## src/rtl/core/cwp_queue.sv

```systemverilog
// two entry frame queue between front and back, carries the erase flag
// depends on nothing; the front never pushes into a full queue
`default_nettype none

module cwp_queue (
	input  wire logic clk,
	input  wire logic arst_n,
	input  wire logic push,
	input  wire logic din,
	input  wire logic pop,
	output logic      valid,
	output logic      dout
);

	logic       ent_q [2];
	logic       wp_q;
	logic       rp_q;
	logic [1:0] cnt_q;

	always_ff @(posedge clk or negedge arst_n) begin
		if (!arst_n) begin
			wp_q  <= 1'b0;
			rp_q  <= 1'b0;
			cnt_q <= 2'd0;
		end else begin
			if (push) begin
				wp_q <= ~wp_q;
			end
			if (pop) begin
				rp_q <= ~rp_q;
			end
			cnt_q <= cnt_q + {1'b0, push} - {1'b0, pop};
		end
	end

	always_ff @(posedge clk) begin
		if (push) begin
			ent_q[wp_q] <= din;
		end
	end

	assign valid = (cnt_q != 2'd0);
	assign dout  = ent_q[rp_q];

endmodule

`default_nettype wire

```

## config.mk

```make
export PLATFORM = sky130hd
export DESIGN_NAME = cwp_queue
export DESIGN_NICKNAME = d
export VERILOG_FILES = /design/src/rtl/core/cwp_queue.sv
export SDC_FILE = /design/constraint.sdc
export NUM_CORES = 1
export LEC_CHECK = 0
export BUFFER_PORTS_ARGS = -buffer_cell sky130_fd_sc_hd__buf_2
export CAP_MARGIN = 15
export CORE_AREA = 2 2 39 41
export CTS_BUF_LIST = sky130_fd_sc_hd__clkbuf_8
export DETAILED_ROUTE_END_ITERATION = 8
export DIE_AREA = 0 0 41 43
export HOLD_SLACK_MARGIN = 0.05
export PLACE_DENSITY_LB_ADDON = 0.12
export SETUP_SLACK_MARGIN = 0.1
export SYNTH_ARGS = -nofsm -noshare
export SYNTH_HDL_FRONTEND = slang
export SYNTH_SLANG_ARGS = --single-unit
```

## constraint.sdc

```tcl
create_clock -name clk -period 1.5 [get_ports clk]
set_input_delay 0.15 -clock clk [delete_from_list [all_inputs] [get_ports clk]]
set_output_delay 0.15 -clock clk [all_outputs]
set_load 0.01 [all_outputs]
```

* Yosys cells after proc, flatten, opt, wreduce, memory -nomap -nowiden *
Memory sizes are Yosys's and may differ from the RTL's.
Index checks and enable logic that the tools add are counted.

word-level totals
  bits in registers = 4
  memory bits (writable) = 2
  output and inout port bits = 2
  memories = 1

cells by class
  add/subtract/negate cells = 2
  mux-type cells = 2
  bitwise gates (word level) = 2
  reduce and logical (&&, ||, !) cells = 1

memories
  memory  words  bits a word  rd ports  clocked after memory_dff  wr ports  line  source
  ent_q   2      1            1         0                         1         15    logic ent_q [2];

operator list
  cell                                         number
  2-bit by 1-bit adder with 2-bit output       1
  1-bit two-way mux                            2
  1-bit NOT                                    2
  2-bit nonzero test                           1
  2-bit by 1-bit subtractor with 2-bit output  1

* Longest topological paths before layout *
  depth after elaboration = 2
  depth in mapped cells = 5

* Worst setup path after synthesis *
OpenSTA, ideal clock, no wires.

  kind = reg-to-reg
  start = register cnt_q[0]
  end = register cnt_q[1]
  arrival = 0.977 ns
  data required time = 1.365 ns
  setup slack = 0.387 ns
  cell stages (with the launch flop) = 6
  path buffers = 0
  path through = dfrtp_1 > inv_1 > ha_1 > inv_1 > ha_1 > xor3_1

between the ends
  word-level cells in the longest chain between the ends = 2

ends and longest elaborated chain
  element                                      line  source
  start, declared                              18    logic [1:0] cnt_q;
  start signal, assigned                       32    cnt_q <= cnt_q + {1'b0, push} - {1'b0, pop};
  2-bit by 1-bit adder with 2-bit output       32
  2-bit by 1-bit subtractor with 2-bit output  32

Every way passes these cells.
A chain may end at the register's enable or synchronous reset.

* Worst setup path in the final report *
  start = register rp_q
  end = output port dout

between the ends
  word-level cells in the longest chain between the ends = 1

ends and longest elaborated chain
  element                 line  source
  start, declared         17    logic rp_q;
  start signal, assigned  30    rp_q <= ~rp_q;
  memory 2 x 1 bit        n/a
  end, declared           12    output logic dout

Every way passes these cells.

==> reports/qor.yml <==
die:
  initial_core_util_pct: 19.08
  die_y_um: 43
  boundaryPins: 7
  row_count: 14
  core-area_sq_um: 1384
  dieArea_sq_um: 1763
  dieWidth_um: 41
yosys:
  yosysTopAreaCellShare_pct: 37.91
  muxShareOfSynthArea_pct: 4.265
  avgSynthCellArea_sq_um: 15.53
  synth.area.top_cells: "dfrtp_1 (38%), edfxtp_1 (23%), ha_1 (9.5%)"
  yosysWarningCount: 0
  ys_seq_area_share_pct: 60.66
  synthAdderAreaFrac_pct: 9.479
  synthXorXnorAreaFrac_pct: 15.64
  syn-num-nets: 24
  yosys.area.top_type: "dfrtp_1"
  mappedNetlistArea_sq_um: 264.0
  synth_cell_types: 10
  synth-compound-area-share_pct: 0
  synth-simple-area-share_pct: 7.109
  ys_ff_latch: 6
  synth_cells: 17
  synth_top_family_by_area: "XOR/XNOR gates"
clocking:
  insertion_delay_ns: 0.22
  clock_sinks: 6
  htree_levels: 1
  cts_inserted_buffers: 3
  clock_path_buffers: 2
  cts-root-buf: "clkbuf_8"
  cts.clk_slew.worst_paths_ns: 0.04
  post_cts_buffers: 0
  cts_tree: "done"
power:
  p_total_mw: 0.7215
  p_leak_nw: 0.1804
  powerDensity_nw_per_um2: 1955
  ir_worst_vdd_mv: 0.5319
placement:
  portBuffers: 6
  place_ws_ns: 0.3089
  dp.cells: 39
  dp_hpwl_um: 307.6
  globalplace.congestion: 0.5793
  place_area_sq_um: 314.1
layout:
  drive_gt1_share_pct: 39.29
  area_delta_synth_final_pct: 39.81
  final_nets: 36
  diodes: 0
  fillers: 153
  design_area_sq_um: 369.1
  layout.cells.non_filler: 44
timing:
  tightest_slew_ns: 0.1236
  rsz0062_at_grt: "no"
  setup_ws_ns: 0.3024
  hold_viol: 0
  finalSetupTns_ns: 0
  finalCritPeriodShare_pct: 79.84
  fmax_mhz: 835.0
  min_period_ns: 1.198
  skew_ns: 0.004796
  finalMaxSlewViolations: 0
  setup_violations: 0
  relSlewSlack_pct: 91.73
worst_setup_path:
  required_ns: 1.35
  r2r-end: "cnt_q[1]$_DFF_PN0_"
  cp_max_fo: 2
  crit_arrival_ns: 1.05
  critPathCaptureType: "output pin"
  reg2reg_slack_ns: 0.32
  path_cells: "mux2_2 -> buf_2"
  crit_path_start_kind: "flop"
  r2r_cells: 5
  crit_type: "flop to output pin"
  rr_startpoint: "cnt_q[0]$_DFF_PN0_"
  critical_path.slowest_cell: "dfrtp_1"
  max_stage_delay_ns: 0.36
min_path:
  min_to: "ent_q[1]$_DFFE_PP_"
  hold_class: "input port to flop"
  holdPathStages: 1
  hp-start: "din"
drt:
  viasPerCell: 3.682
  drt_iter0_markers: 7
  routed_wl_um: 381
  wl_per_cell_um: 8.659
  postRouteAntennaNets: 0
  drc_errors: 0
  vias: 162
  first_pass_iters: 3
global_routing:
  grt_max_degree: 5
  grt_first_pass_wirelength_um: 669
  grt-ovfl-total: 0
  antenna_found_initial: 0
  first_global_vias: 176
  grt_usage_pct: 6.694
status:
  status: "finished, final reports clean"
flow_run:
  max_cap_violations: 0
[repair_timing]
| action | in CTS | in global routing |
|---|---|---|
| gates resized for setup | 0 | 0 |
| endpoints found under the setup margin | 0 | 0 |
| endpoints found under the hold margin | 4 | 0 |
| hold buffers | 1 | 0 |
[metrics by stage]
stage	hold slack, ns	util [%]
3_5_place_dp	-0.03747	22.69
2_1_floorplan	-0.1456	-
6_report	0.1170	26.67
3_3_place_gp	-0.03733	22.69
5_1_grt	0.1102	26.67
4_1_cts	0.1125	26.67
[metal layers]
layer / share of wire (%) / GRT usage (%)
met1: 40 / 6.645
met2: 50 / 7.813
met3: 9.4 / 6.283
met4: 0 / 6.000
met5: 0 / 0
[kinds of logic after synthesis]
logic type,Yosys count
xor+xnor,3
fa+ha+maj,2
buf+inv,2
flops,6
mux,1
simple gates,3
[report_power, final]
group          internal, mW  total (mW)  switching, mW
combinational         0.125       0.196         0.0706
clock                 0.176       0.245         0.0694
sequential            0.241       0.281         0.0400
total                 0.542       0.722          0.180
[worst max-delay path, delay by kind of cell, from the launching register on]
kind | cells | cell delay [ns]
muxes | 1 | 0.33
buffers and inverters | 1 | 0.14
DFF | 1 | 0.36
[cell usage in the layout (no fill, tap or decap), drive strengths merged]
cell / instances
and2: 1
buf: 6
clkbuf: 3
dfrtp: 4
dlygate4sd3: 1
edfxtp: 2
ha: 2
inv: 3
mux2: 1
nor2b: 1
or2: 1
xor2: 2
xor3: 1
[sequential cells by signal (all words and copies together) (netlist names)]
| signal | count |
|---|---|
| rp_q | 1 |
| cnt_q | 2 |
| ent_q | 2 |
| wp_q | 1 |
[cell usage after synthesis]
cell / instances
and2_1: 1
edfxtp_1: 2
xor2_1: 2
ha_1: 2
dfrtp_1: 4
inv_1: 2
mux2_2: 1
or2_2: 1
xor3_1: 1
nor2b_1: 1
[worst max-delay path by stage]
stage / startpoint / endpoint / depth (start not counted)
2_1_floorplan: cnt_q[0]$_DFF_PN0_ / cnt_q[1]$_DFF_PN0_ / 5
3_3_place_gp: cnt_q[0]$_DFF_PN0_ / cnt_q[1]$_DFF_PN0_ / 5
3_5_place_dp: cnt_q[0]$_DFF_PN0_ / cnt_q[1]$_DFF_PN0_ / 5
4_1_cts: rp_q$_DFFE_PN0P_ / dout / 2
5_1_grt: cnt_q[0]$_DFF_PN0_ / cnt_q[1]$_DFF_PN0_ / 5
6_report: rp_q$_DFFE_PN0P_ / dout / 2
[cell type report]
cell class,instances,area (sq um),area share [%]
clock buffers,3,41.29,11.19
well taps,16,20.02,5.424
inverters,2,7.507,2.034
flip-flops and latches,6,160.2,43.39
repair buffers,7,40.04,10.85
clock inverters,1,3.754,1.017
multi-input cells,9,96.34,26.10
(Power assumes the default switching activity.)
