[src/rtl/core/cwp_pkg.sv]
// shared types, constants and small tables of the cube wireframe projector
// no dependencies; imported by cwp_front, cwp_back and the core top
`default_nettype none

package cwp_pkg;

	localparam int VERTEX_COUNT = 8;
	localparam int VTX_W        = 3;
	localparam int BANK_W       = 2;
	localparam int ADDR_W       = BANK_W + VTX_W;
	localparam int RAM_DEPTH    = 1 << ADDR_W;
	localparam int COORD_W      = 13;
	localparam int VWORD_W      = 2 * COORD_W;
	localparam int EDGE_W       = 4;
	localparam int POS_W        = 19;
	localparam int NUM_W        = 26;
	localparam int DEN_W        = 19;

	// phase scale 683565276 split in two 16 bit halves
	localparam logic signed [15:0] PHASE_K_HI = 16'sd10430;
	localparam logic [15:0]        PHASE_K_LO = 16'd24796;

	localparam logic signed [19:0] CORDIC_X0    = 20'sd79595;
	localparam int                 CORDIC_STEPS = 14;
	localparam logic signed [19:0] DEPTH_Q8     = 20'sd51200;
	localparam logic signed [27:0] SAT_LO       = -28'sd4096;
	localparam logic signed [27:0] SAT_HI       = 28'sd4095;

	localparam logic [1:0] CFG_MID_X     = 2'd0;
	localparam logic [1:0] CFG_MID_Y     = 2'd1;
	localparam logic [1:0] CFG_CUBE_SIZE = 2'd2;

	localparam logic       SHAPE_LINE   = 1'b0;
	localparam logic       SHAPE_CIRCLE = 1'b1;
	localparam logic [1:0] COLOR_BLACK  = 2'd0;
	localparam logic [1:0] COLOR_WHITE  = 2'd1;
	localparam logic [1:0] COLOR_YELLOW = 2'd2;
	localparam logic [2:0] RADIUS_NONE  = 3'd0;
	localparam logic [2:0] RADIUS_DRAW  = 3'd3;
	localparam logic [2:0] RADIUS_ERASE = 3'd4;

	typedef struct packed {
		logic                en;
		logic [ADDR_W-1:0]   addr;
		logic [VWORD_W-1:0]  data;
	} cwp_vwr_t;

	function automatic logic [13:0] atan_step(input logic [3:0] i);
		logic [13:0] t;
		case (i)
			4'd0:    t = 14'd8192;
			4'd1:    t = 14'd4836;
			4'd2:    t = 14'd2555;
			4'd3:    t = 14'd1297;
			4'd4:    t = 14'd651;
			4'd5:    t = 14'd326;
			4'd6:    t = 14'd163;
			4'd7:    t = 14'd81;
			4'd8:    t = 14'd41;
			4'd9:    t = 14'd20;
			4'd10:   t = 14'd10;
			4'd11:   t = 14'd5;
			4'd12:   t = 14'd3;
			4'd13:   t = 14'd1;
			default: t = 14'd0;
		endcase
		return t;
	endfunction

	// negative corner sign per axis, bits {x, y, z}
	function automatic logic [2:0] corner_neg(input logic [VTX_W-1:0] v);
		logic [2:0] s;
		case (v)
			3'd0:    s = 3'b111;
			3'd1:    s = 3'b011;
			3'd2:    s = 3'b010;
			3'd3:    s = 3'b110;
			3'd4:    s = 3'b101;
			3'd5:    s = 3'b001;
			3'd6:    s = 3'b000;
			default: s = 3'b100;
		endcase
		return s;
	endfunction

	function automatic logic [VTX_W-1:0] edge_a(input logic [EDGE_W-1:0] e);
		logic [VTX_W-1:0] v;
		case (e)
			4'd8:    v = 3'd0;
			4'd9:    v = 3'd1;
			4'd10:   v = 3'd2;
			4'd11:   v = 3'd3;
			default: v = e[VTX_W-1:0];
		endcase
		return v;
	endfunction

	function automatic logic [VTX_W-1:0] edge_b(input logic [EDGE_W-1:0] e);
		logic [VTX_W-1:0] v;
		case (e)
			4'd0:    v = 3'd1;
			4'd1:    v = 3'd2;
			4'd2:    v = 3'd3;
			4'd3:    v = 3'd0;
			4'd4:    v = 3'd5;
			4'd5:    v = 3'd6;
			4'd6:    v = 3'd7;
			4'd7:    v = 3'd4;
			4'd8:    v = 3'd4;
			4'd9:    v = 3'd5;
			4'd10:   v = 3'd6;
			default: v = 3'd7;
		endcase
		return v;
	endfunction

endpackage

`default_nettype wire

[src/rtl/core/cwp_back.sv]
// back: walks the draw commands of one frame and drives the result register
// depends on cwp_pkg; reads previous and new vertices from the ram
`default_nettype none

module cwp_back
	import cwp_pkg::*;
(
	input  wire logic                clk,
	input  wire logic                arst_n,
	input  wire logic                q_valid,
	input  wire logic                q_erase,
	output logic                     q_pop,
	output logic      [ADDR_W-1:0]   rd_addr_a,
	output logic      [ADDR_W-1:0]   rd_addr_b,
	input  wire logic [VWORD_W-1:0]  rd_data_a,
	input  wire logic [VWORD_W-1:0]  rd_data_b,
	output logic                     frame_done,
	output logic                     empty,
	input  wire logic                pop,
	output logic                     shape_kind,
	output logic      [1:0]          paint_color,
	output logic signed [12:0]       start_x,
	output logic signed [12:0]       start_y,
	output logic signed [12:0]       end_x,
	output logic signed [12:0]       end_y,
	output logic      [2:0]          circle_radius,
	output logic                     last_command
);

	localparam logic [5:0] ERASE_LINE_END  = 6'd12;
	localparam logic [5:0] ERASE_DOT_END   = 6'd20;
	localparam logic [5:0] DRAW_LINE_END   = 6'd32;
	localparam logic [5:0] LAST_CMD        = 6'd39;

	logic              active_q;
	logic [5:0]        k_q;
	logic [BANK_W-1:0] bank_q;
	logic              rd_s1;
	logic              kind_s1;
	logic [1:0]        color_s1;
	logic [2:0]        radius_s1;
	logic              last_s1;
	logic              out_valid_q;

	logic              c_kind;
	logic [1:0]        c_color;
	logic [2:0]        c_radius;
	logic [BANK_W-1:0] c_bank;
	logic [EDGE_W-1:0] c_edge;
	logic [VTX_W-1:0]  c_vtx;
	logic [5:0]        k_off;
	logic              issue;

	always_comb begin
		if (k_q < ERASE_LINE_END) begin
			c_kind = SHAPE_LINE;   c_color = COLOR_BLACK;  c_radius = RADIUS_NONE;
			k_off  = k_q;          c_bank  = bank_q - 1'b1;
		end else if (k_q < ERASE_DOT_END) begin
			c_kind = SHAPE_CIRCLE; c_color = COLOR_BLACK;  c_radius = RADIUS_ERASE;
			k_off  = k_q - ERASE_LINE_END; c_bank = bank_q - 1'b1;
		end else if (k_q < DRAW_LINE_END) begin
			c_kind = SHAPE_LINE;   c_color = COLOR_WHITE;  c_radius = RADIUS_NONE;
			k_off  = k_q - ERASE_DOT_END;  c_bank = bank_q;
		end else begin
			c_kind = SHAPE_CIRCLE; c_color = COLOR_YELLOW; c_radius = RADIUS_DRAW;
			k_off  = k_q - DRAW_LINE_END;  c_bank = bank_q;
		end
		c_edge = k_off[EDGE_W-1:0];
		c_vtx  = k_off[VTX_W-1:0];
		if (c_kind == SHAPE_LINE) begin
			rd_addr_a = {c_bank, edge_a(c_edge)};
			rd_addr_b = {c_bank, edge_b(c_edge)};
		end else begin
			rd_addr_a = {c_bank, c_vtx};
			rd_addr_b = {c_bank, c_vtx};
		end
		// the result register is free next cycle when empty or being taken now
		issue      = active_q && !rd_s1 && (!out_valid_q || pop);
		frame_done = issue && (k_q == LAST_CMD);
		q_pop      = !active_q && q_valid;
	end

	always_ff @(posedge clk or negedge arst_n) begin
		if (!arst_n) begin
			active_q    <= 1'b0;
			k_q         <= '0;
			bank_q      <= '0;
			rd_s1       <= 1'b0;
			out_valid_q <= 1'b0;
		end else begin
			rd_s1 <= issue;
			if (frame_done) begin
				active_q <= 1'b0;
				bank_q   <= bank_q + 1'b1;
			end else if (issue) begin
				k_q <= k_q + 1'b1;
			end else if (q_pop) begin
				active_q <= 1'b1;
				k_q      <= q_erase ? 6'd0 : ERASE_DOT_END;
			end
			if (rd_s1) begin
				out_valid_q <= 1'b1;
			end else if (pop) begin
				out_valid_q <= 1'b0;
			end
		end
	end

	always_ff @(posedge clk) begin
		if (issue) begin
			kind_s1   <= c_kind;
			color_s1  <= c_color;
			radius_s1 <= c_radius;
			last_s1   <= (k_q == LAST_CMD);
		end
		if (rd_s1) begin
			shape_kind    <= kind_s1;
			paint_color   <= color_s1;
			circle_radius <= radius_s1;
			last_command  <= last_s1;
			start_x       <= rd_data_a[VWORD_W-1:COORD_W];
			start_y       <= rd_data_a[COORD_W-1:0];
			if (kind_s1 == SHAPE_LINE) begin
				end_x <= rd_data_b[VWORD_W-1:COORD_W];
				end_y <= rd_data_b[COORD_W-1:0];
			end else begin
				end_x <= '0;
				end_y <= '0;
			end
		end
	end

	assign empty = ~out_valid_q;

endmodule

`default_nettype wire

[config.mk]
export PLATFORM = sky130hd
export DESIGN_NAME = cwp_back
export DESIGN_NICKNAME = d
export VERILOG_FILES = /design/src/rtl/core/cwp_pkg.sv /design/src/rtl/core/cwp_back.sv
export SDC_FILE = /design/constraint.sdc
export NUM_CORES = 1
export LEC_CHECK = 0
export BUFFER_PORTS_ARGS = -buffer_cell sky130_fd_sc_hd__buf_4
export CORE_MARGIN = 2
export CORE_UTILIZATION = 43
export DETAILED_ROUTE_END_ITERATION = 10
export PLACE_DENSITY_LB_ADDON = 0.12
export SYNTH_ARGS = -nofsm -noshare
export SYNTH_HDL_FRONTEND = slang
export SYNTH_SLANG_ARGS = --single-unit
[constraint.sdc]
create_clock -name clk -period 2.6 [get_ports clk]
set_clock_uncertainty 0.2 [all_clocks]
set_input_delay 0 -clock clk [delete_from_list [all_inputs] [get_ports clk]]
set_output_delay 0 -clock clk [all_outputs]
set_load 0.01 [all_outputs]
# Word level (Yosys, flattened, before mapping)
# Memories as Yosys holds them, arrays and structs flattened.
# Cells that the tools add are included.
# op_classes
add_sub_neg	6
n_lt_le_gt_ge	3
eq_ne	6
muxes	22
n_bitwise	2
n_reduce_logical	14
# ops
cell	n
== test 4 bit, second input constant	4
2-to-1 mux 4 bit	3
2-to-1 mux 6 bit	2
case mux 3 bit (4 select lines)	1
2-to-1 mux 3 bit	3
2-to-1 mux 1 bit	8
2-to-1 mux 2 bit	4
adder 6 x 1 -> 6 bit, second input constant	1
== test 6 bit, second input constant	1
< comparator 6 x 4 -> 1 bit, second input constant	1
< comparator 6 x 5 -> 1 bit, second input constant	1
< comparator 6 bit, second input constant	1
nonzero test 2 bit	3
2-to-1 mux 5 bit	1
logical AND 1 bit	4
AND reduction 2 bit	2
subtractor 4 x 1 -> 4 bit, second input constant	1
subtractor 4 x 3 -> 4 bit, second input constant	1
subtractor 4 bit, second input constant	1
zero test 1 bit	3
adder 2 x 1 -> 2 bit, second input constant	1
inequality test 2 bit, second input constant	1
inverter 1 bit	2
OR reduction 2 bit	1
other kinds (2)	2
# word_totals
register_bits	77
romBits	48
inputBits	57
out_inout_bits	72
mem_count	1
# memory_table
name	words	word_bits	read_ports	rd_clocked_by_memory_dff	write_ports	line	rtl
(name not given)	16	3	1	0	0	cwp_pkg.sv:100	case (e)

# Longest topological paths before layout
# depth
depth_word	7
ltp_mapped	7
mapped_depth_nobuf	6

# Worst setup path after synthesis
# Ideal clock, no wire load.
# synth_timing
path_type	flip-flop to flip-flop
from	register rd_s1
to	register k_q[2]
setup_time_ps	111
t_arrival_ps	2250
setup_slack_ps	39
stages_incl_launch_ff	4
path_buffers	0
cell_sequence	dfrtp_1 -> nand2b_1 -> nor2_1 -> a222oi_1
# synth_via
elab_chain_len	6
# synth_lines
element	line	rtl
start: declaration	cwp_back.sv:38	logic rd_s1;
start signal: assignment	cwp_back.sv:91	rd_s1 <= issue;
zero test 1 bit *	cwp_back.sv:78	issue = active_q && !rd_s1 && (!out_valid_q || pop);
logical AND 1 bit * (2 in series)	cwp_back.sv:78	
net issue	cwp_back.sv:52	logic issue;
logical AND 1 bit	cwp_back.sv:79	frame_done = issue && (k_q == LAST_CMD);
inverter 1 bit (no source line)	-	
AND reduction 2 bit (no source line)	-	
end signal: assignment	cwp_back.sv:96	k_q <= k_q + 1'b1;
end signal: assignment	cwp_back.sv:99	k_q <= q_erase ? 6'd0 : ERASE_DOT_END;
end: declaration	cwp_back.sv:36	logic [5:0] k_q;
# The timed path passes the listed nets; every way through them passes the cells marked *.
# A chain may end at the register's enable or synchronous reset.

# Worst setup path after layout
# layout_timing
from	register k_q[0]
to	register k_q[4]
# layout_via
elab_chain_len	4
# layout_lines
element
branches (longest 4 deep; another with adder 6 x 1 -> 6 bit)
# Several ways; the timed one is not identified.

==> summary.md <==
| Metric | Value |
|---|---|
| Status | complete, no violations |
| Die X | 88.0 um |
| Top_reg_cell synth | edfxtp_1 |
| Post-synth cell types | 42 |
| N_diodes | 0 |
| TritonCTS Sinks | 73 |
| CTS tree | done |
| # port buffers | 128 |
| YS warnings | 0 |
| # DRC | 0 |
| Initial antenna violation count | 0 |
| Post-detail-place hpwl | 4380 um |
| TNS Setup | 0 ps |
| GR Overflow Total | 0 |
| Worst-Skew Late Latency | 340 ps |
| Number of enable flip-flop cells after synthesis | 62 |
| GPL Wtd Cong | 0.848 |
| Ports | 129 |
| Req. time, crit path | 2630 ps |
| Detailed-route via count | 2289 |
| Hold path depth | 2 |
| Setup Crit Path Kind | register to register |
| RSZ-0062 raised after global routing | no |
| Post-CTS resize count | 0 |
| Largest net degree at the start of global routing | 60 |
| DR WL/cell | 14.7 um |
| Clk buf depth | 2 |
| Post-Syn Area | 3040 um^2 |
| Fin. Hold Viols | 0 |
| Top cells by count, synth | edfxtp_1, nor2b_1, dfrtp_1 |
| Nets | 450 |
| Global-route wire length before repair | 11000 um |
| Max cap viols | 0 |
| Most frequent cell after synthesis | edfxtp_1 |
| # rows | 30 |
| Router iterations before antenna repair | 5 |
| Relative slew slack | 0.427 |
| CTS H-tree depth | 3 |
| Reg2Reg Depth | 5 |
| Clock slew at reported path FFs | 80 ps |
| Core area | 6830 um^2 |
| Mapped Cells | 198 |
| PD cells | 1090 nW/um^2 |
| Share of the synthesized area in the top cell type | 0.613 |
| Worst hold-check path type | input pin to register |
| Library cell with the largest summed area after synthesis | edfxtp_1 |
| Maximum VDD drop | 0.650 mV |
| Synthesized area per cell | 15.3 um^2 |
| Final ANT Viol Nets | 0 |
| Slew @ Worst Pin | 860 ps |
| Clk root buf | clkbuf_8 |
| Final slew viol count | 0 |
| Register bit total from synthesis | 73 |
| Final wirelength | 7180 um |
| Sequential share of the synthesized area | 0.704 |
| Layout cells sized above 1 | 0.394 |
| Syn nets | 262 |
| Die height | 88.0 um |
| WHS | 171 ps |
| All-Layer GR Usage | 0.189 |
| DRT iter0 DRCs | 87 |
| Fmax | 0.409 GHz |
| Synth top area cells | edfxtp_1, dfrtp_1, nor2b_1 |
| Initial Utilization | 0.444 |
| Vias per cell | 4.70 |
| Async set-or-reset flop fraction in the synthesized netlist | 0.151 |
| Largest fanout on the critical path | 7 |
| Num CTS Buffers | 9 |
| Post-layout minimum cycle time | 2440 ps |
| Vias in the first global route | 2289 |
| Final cycle utilization of the critical path | 0.940 |
| # setup viols final | 0 |
| Crit. End Element | register |
| Die area | 7750 um^2 |
| CP startpoint kind | register |
| Area delta synth->final | 59.3% |
| P_leak | 2.06 nW |
| CP arrival | 2470 ps |
-- metal layers --
metal	track usage	routed length, um	up-vias
met3	0.0594	514	8
met5	0	0	-
met2	0.326	3640	107
met4	0.0758	92	0
met1	0.220	2930	1071
li1	-	-	1103
-- stage by stage --
stage	power [W]	instances	worst slack, ps	utilization	instance area [um^2]
floorplan	0.00337	198	39.4	-	3040
global placement	0.00431	413	625	0.595	4060
detailed placement	0.00434	413	577	0.595	4060
CTS	0.00529	487	178	0.708	4840
global route	0.00562	487	6.91	0.708	4840
finish	0.00526	487	157	0.708	4840
-- cells by family (layout without fill, tap and decap cells) --
| logic type | after synthesis | in the layout | share of synthesized area |
|---|---|---|---|
| AOI/OAI and AO/OA | 16 | 16 | 0.0441 |
| and+or+nand+nor | 71 | 71 | 0.150 |
| buffers and inverters | 19 | 212 | 0.0338 |
| DFF | 73 | 73 | 0.704 |
| adders and majority gates | 7 | 7 | 0.0289 |
| muxes | 5 | 5 | 0.0185 |
| xor gates and xnor gates | 7 | 7 | 0.0202 |
-- area by class of cell --
cell class / instances / area (um^2)
Inverter: 8 / 31.3
Fill cell: 491 / 2000
Multi-Input combinational cell: 106 / 796
Sequential cell: 73 / 2140
Tap cell: 96 / 120
Clock buffer: 9 / 124
Timing Repair Buffer: 188 / 1560
Clock inverter: 7 / 70.1
-- flip-flops by register name, indices dropped and copies added, names as in the netlist, 2 cells and up --
register and cells:
k_q 6, end_x 13, start_x 13, start_y 13, circle_radius 2, bank_q 2
radius_s1 2, end_y 13
-- path summary, 6_finish.rpt --
check,startpoint,endpoint,slack [ps]
worst max-delay path,k_q[0],k_q[4],160
worst min register to register,radius_s1[0],circle_radius[1],210
worst max register to register,k_q[0],k_q[4],160
worst min-delay path,rd_data_a[24],start_x[11],170
min in group asynchronous,arst_n,active_q,500
max in group asynchronous,arst_n,rd_s1,1310
-- where the power goes --
part / switching [W] / internal (W)
registers: 0.000292 / 0.00187
logic: 0.00113 / 0.00111
clock network: 0.000412 / 0.000441
total: 0.00184 / 0.00343
-- critical path, cell delays in order (launching register included) --
cell	delay (ps)
dfrtp_1	480
ha_1	360
nand4b_4	180
a31oi_1	390
a222oi_1	130
dlygate4sd3_1	590
-- timing repair --
action | in CTS | in global routing
buffers inserted | 0 | 0
hold buffers | 58 | 0
endpoints found under the hold margin | 69 | 0
-- cell usage in the layout, fill, tap and decap left out, drive strengths merged, types with 3 or more instances in the layout --
| cell type | synthesis | layout |
|---|---|---|
| buf | 8 | 130 |
| clkbuf | 3 | 9 |
| dfrtp | 11 | 11 |
| edfxtp | 62 | 62 |
| nand2 | 4 | 4 |
| mux2i | 3 | 3 |
| nor2b | 29 | 29 |
| nor3 | 7 | 7 |
| clkinvlp | 0 | 3 |
| dlygate4sd3 | 0 | 58 |
| ha | 7 | 7 |
| clkinv | 1 | 3 |
| xnor2 | 3 | 3 |
| nor2 | 8 | 8 |
| xor2 | 4 | 4 |
| nor4b | 4 | 4 |
| nor4 | 3 | 3 |
| inv | 7 | 8 |
| nand2b | 6 | 6 |
No activity file was read; power rests on OpenSTA's default activity.
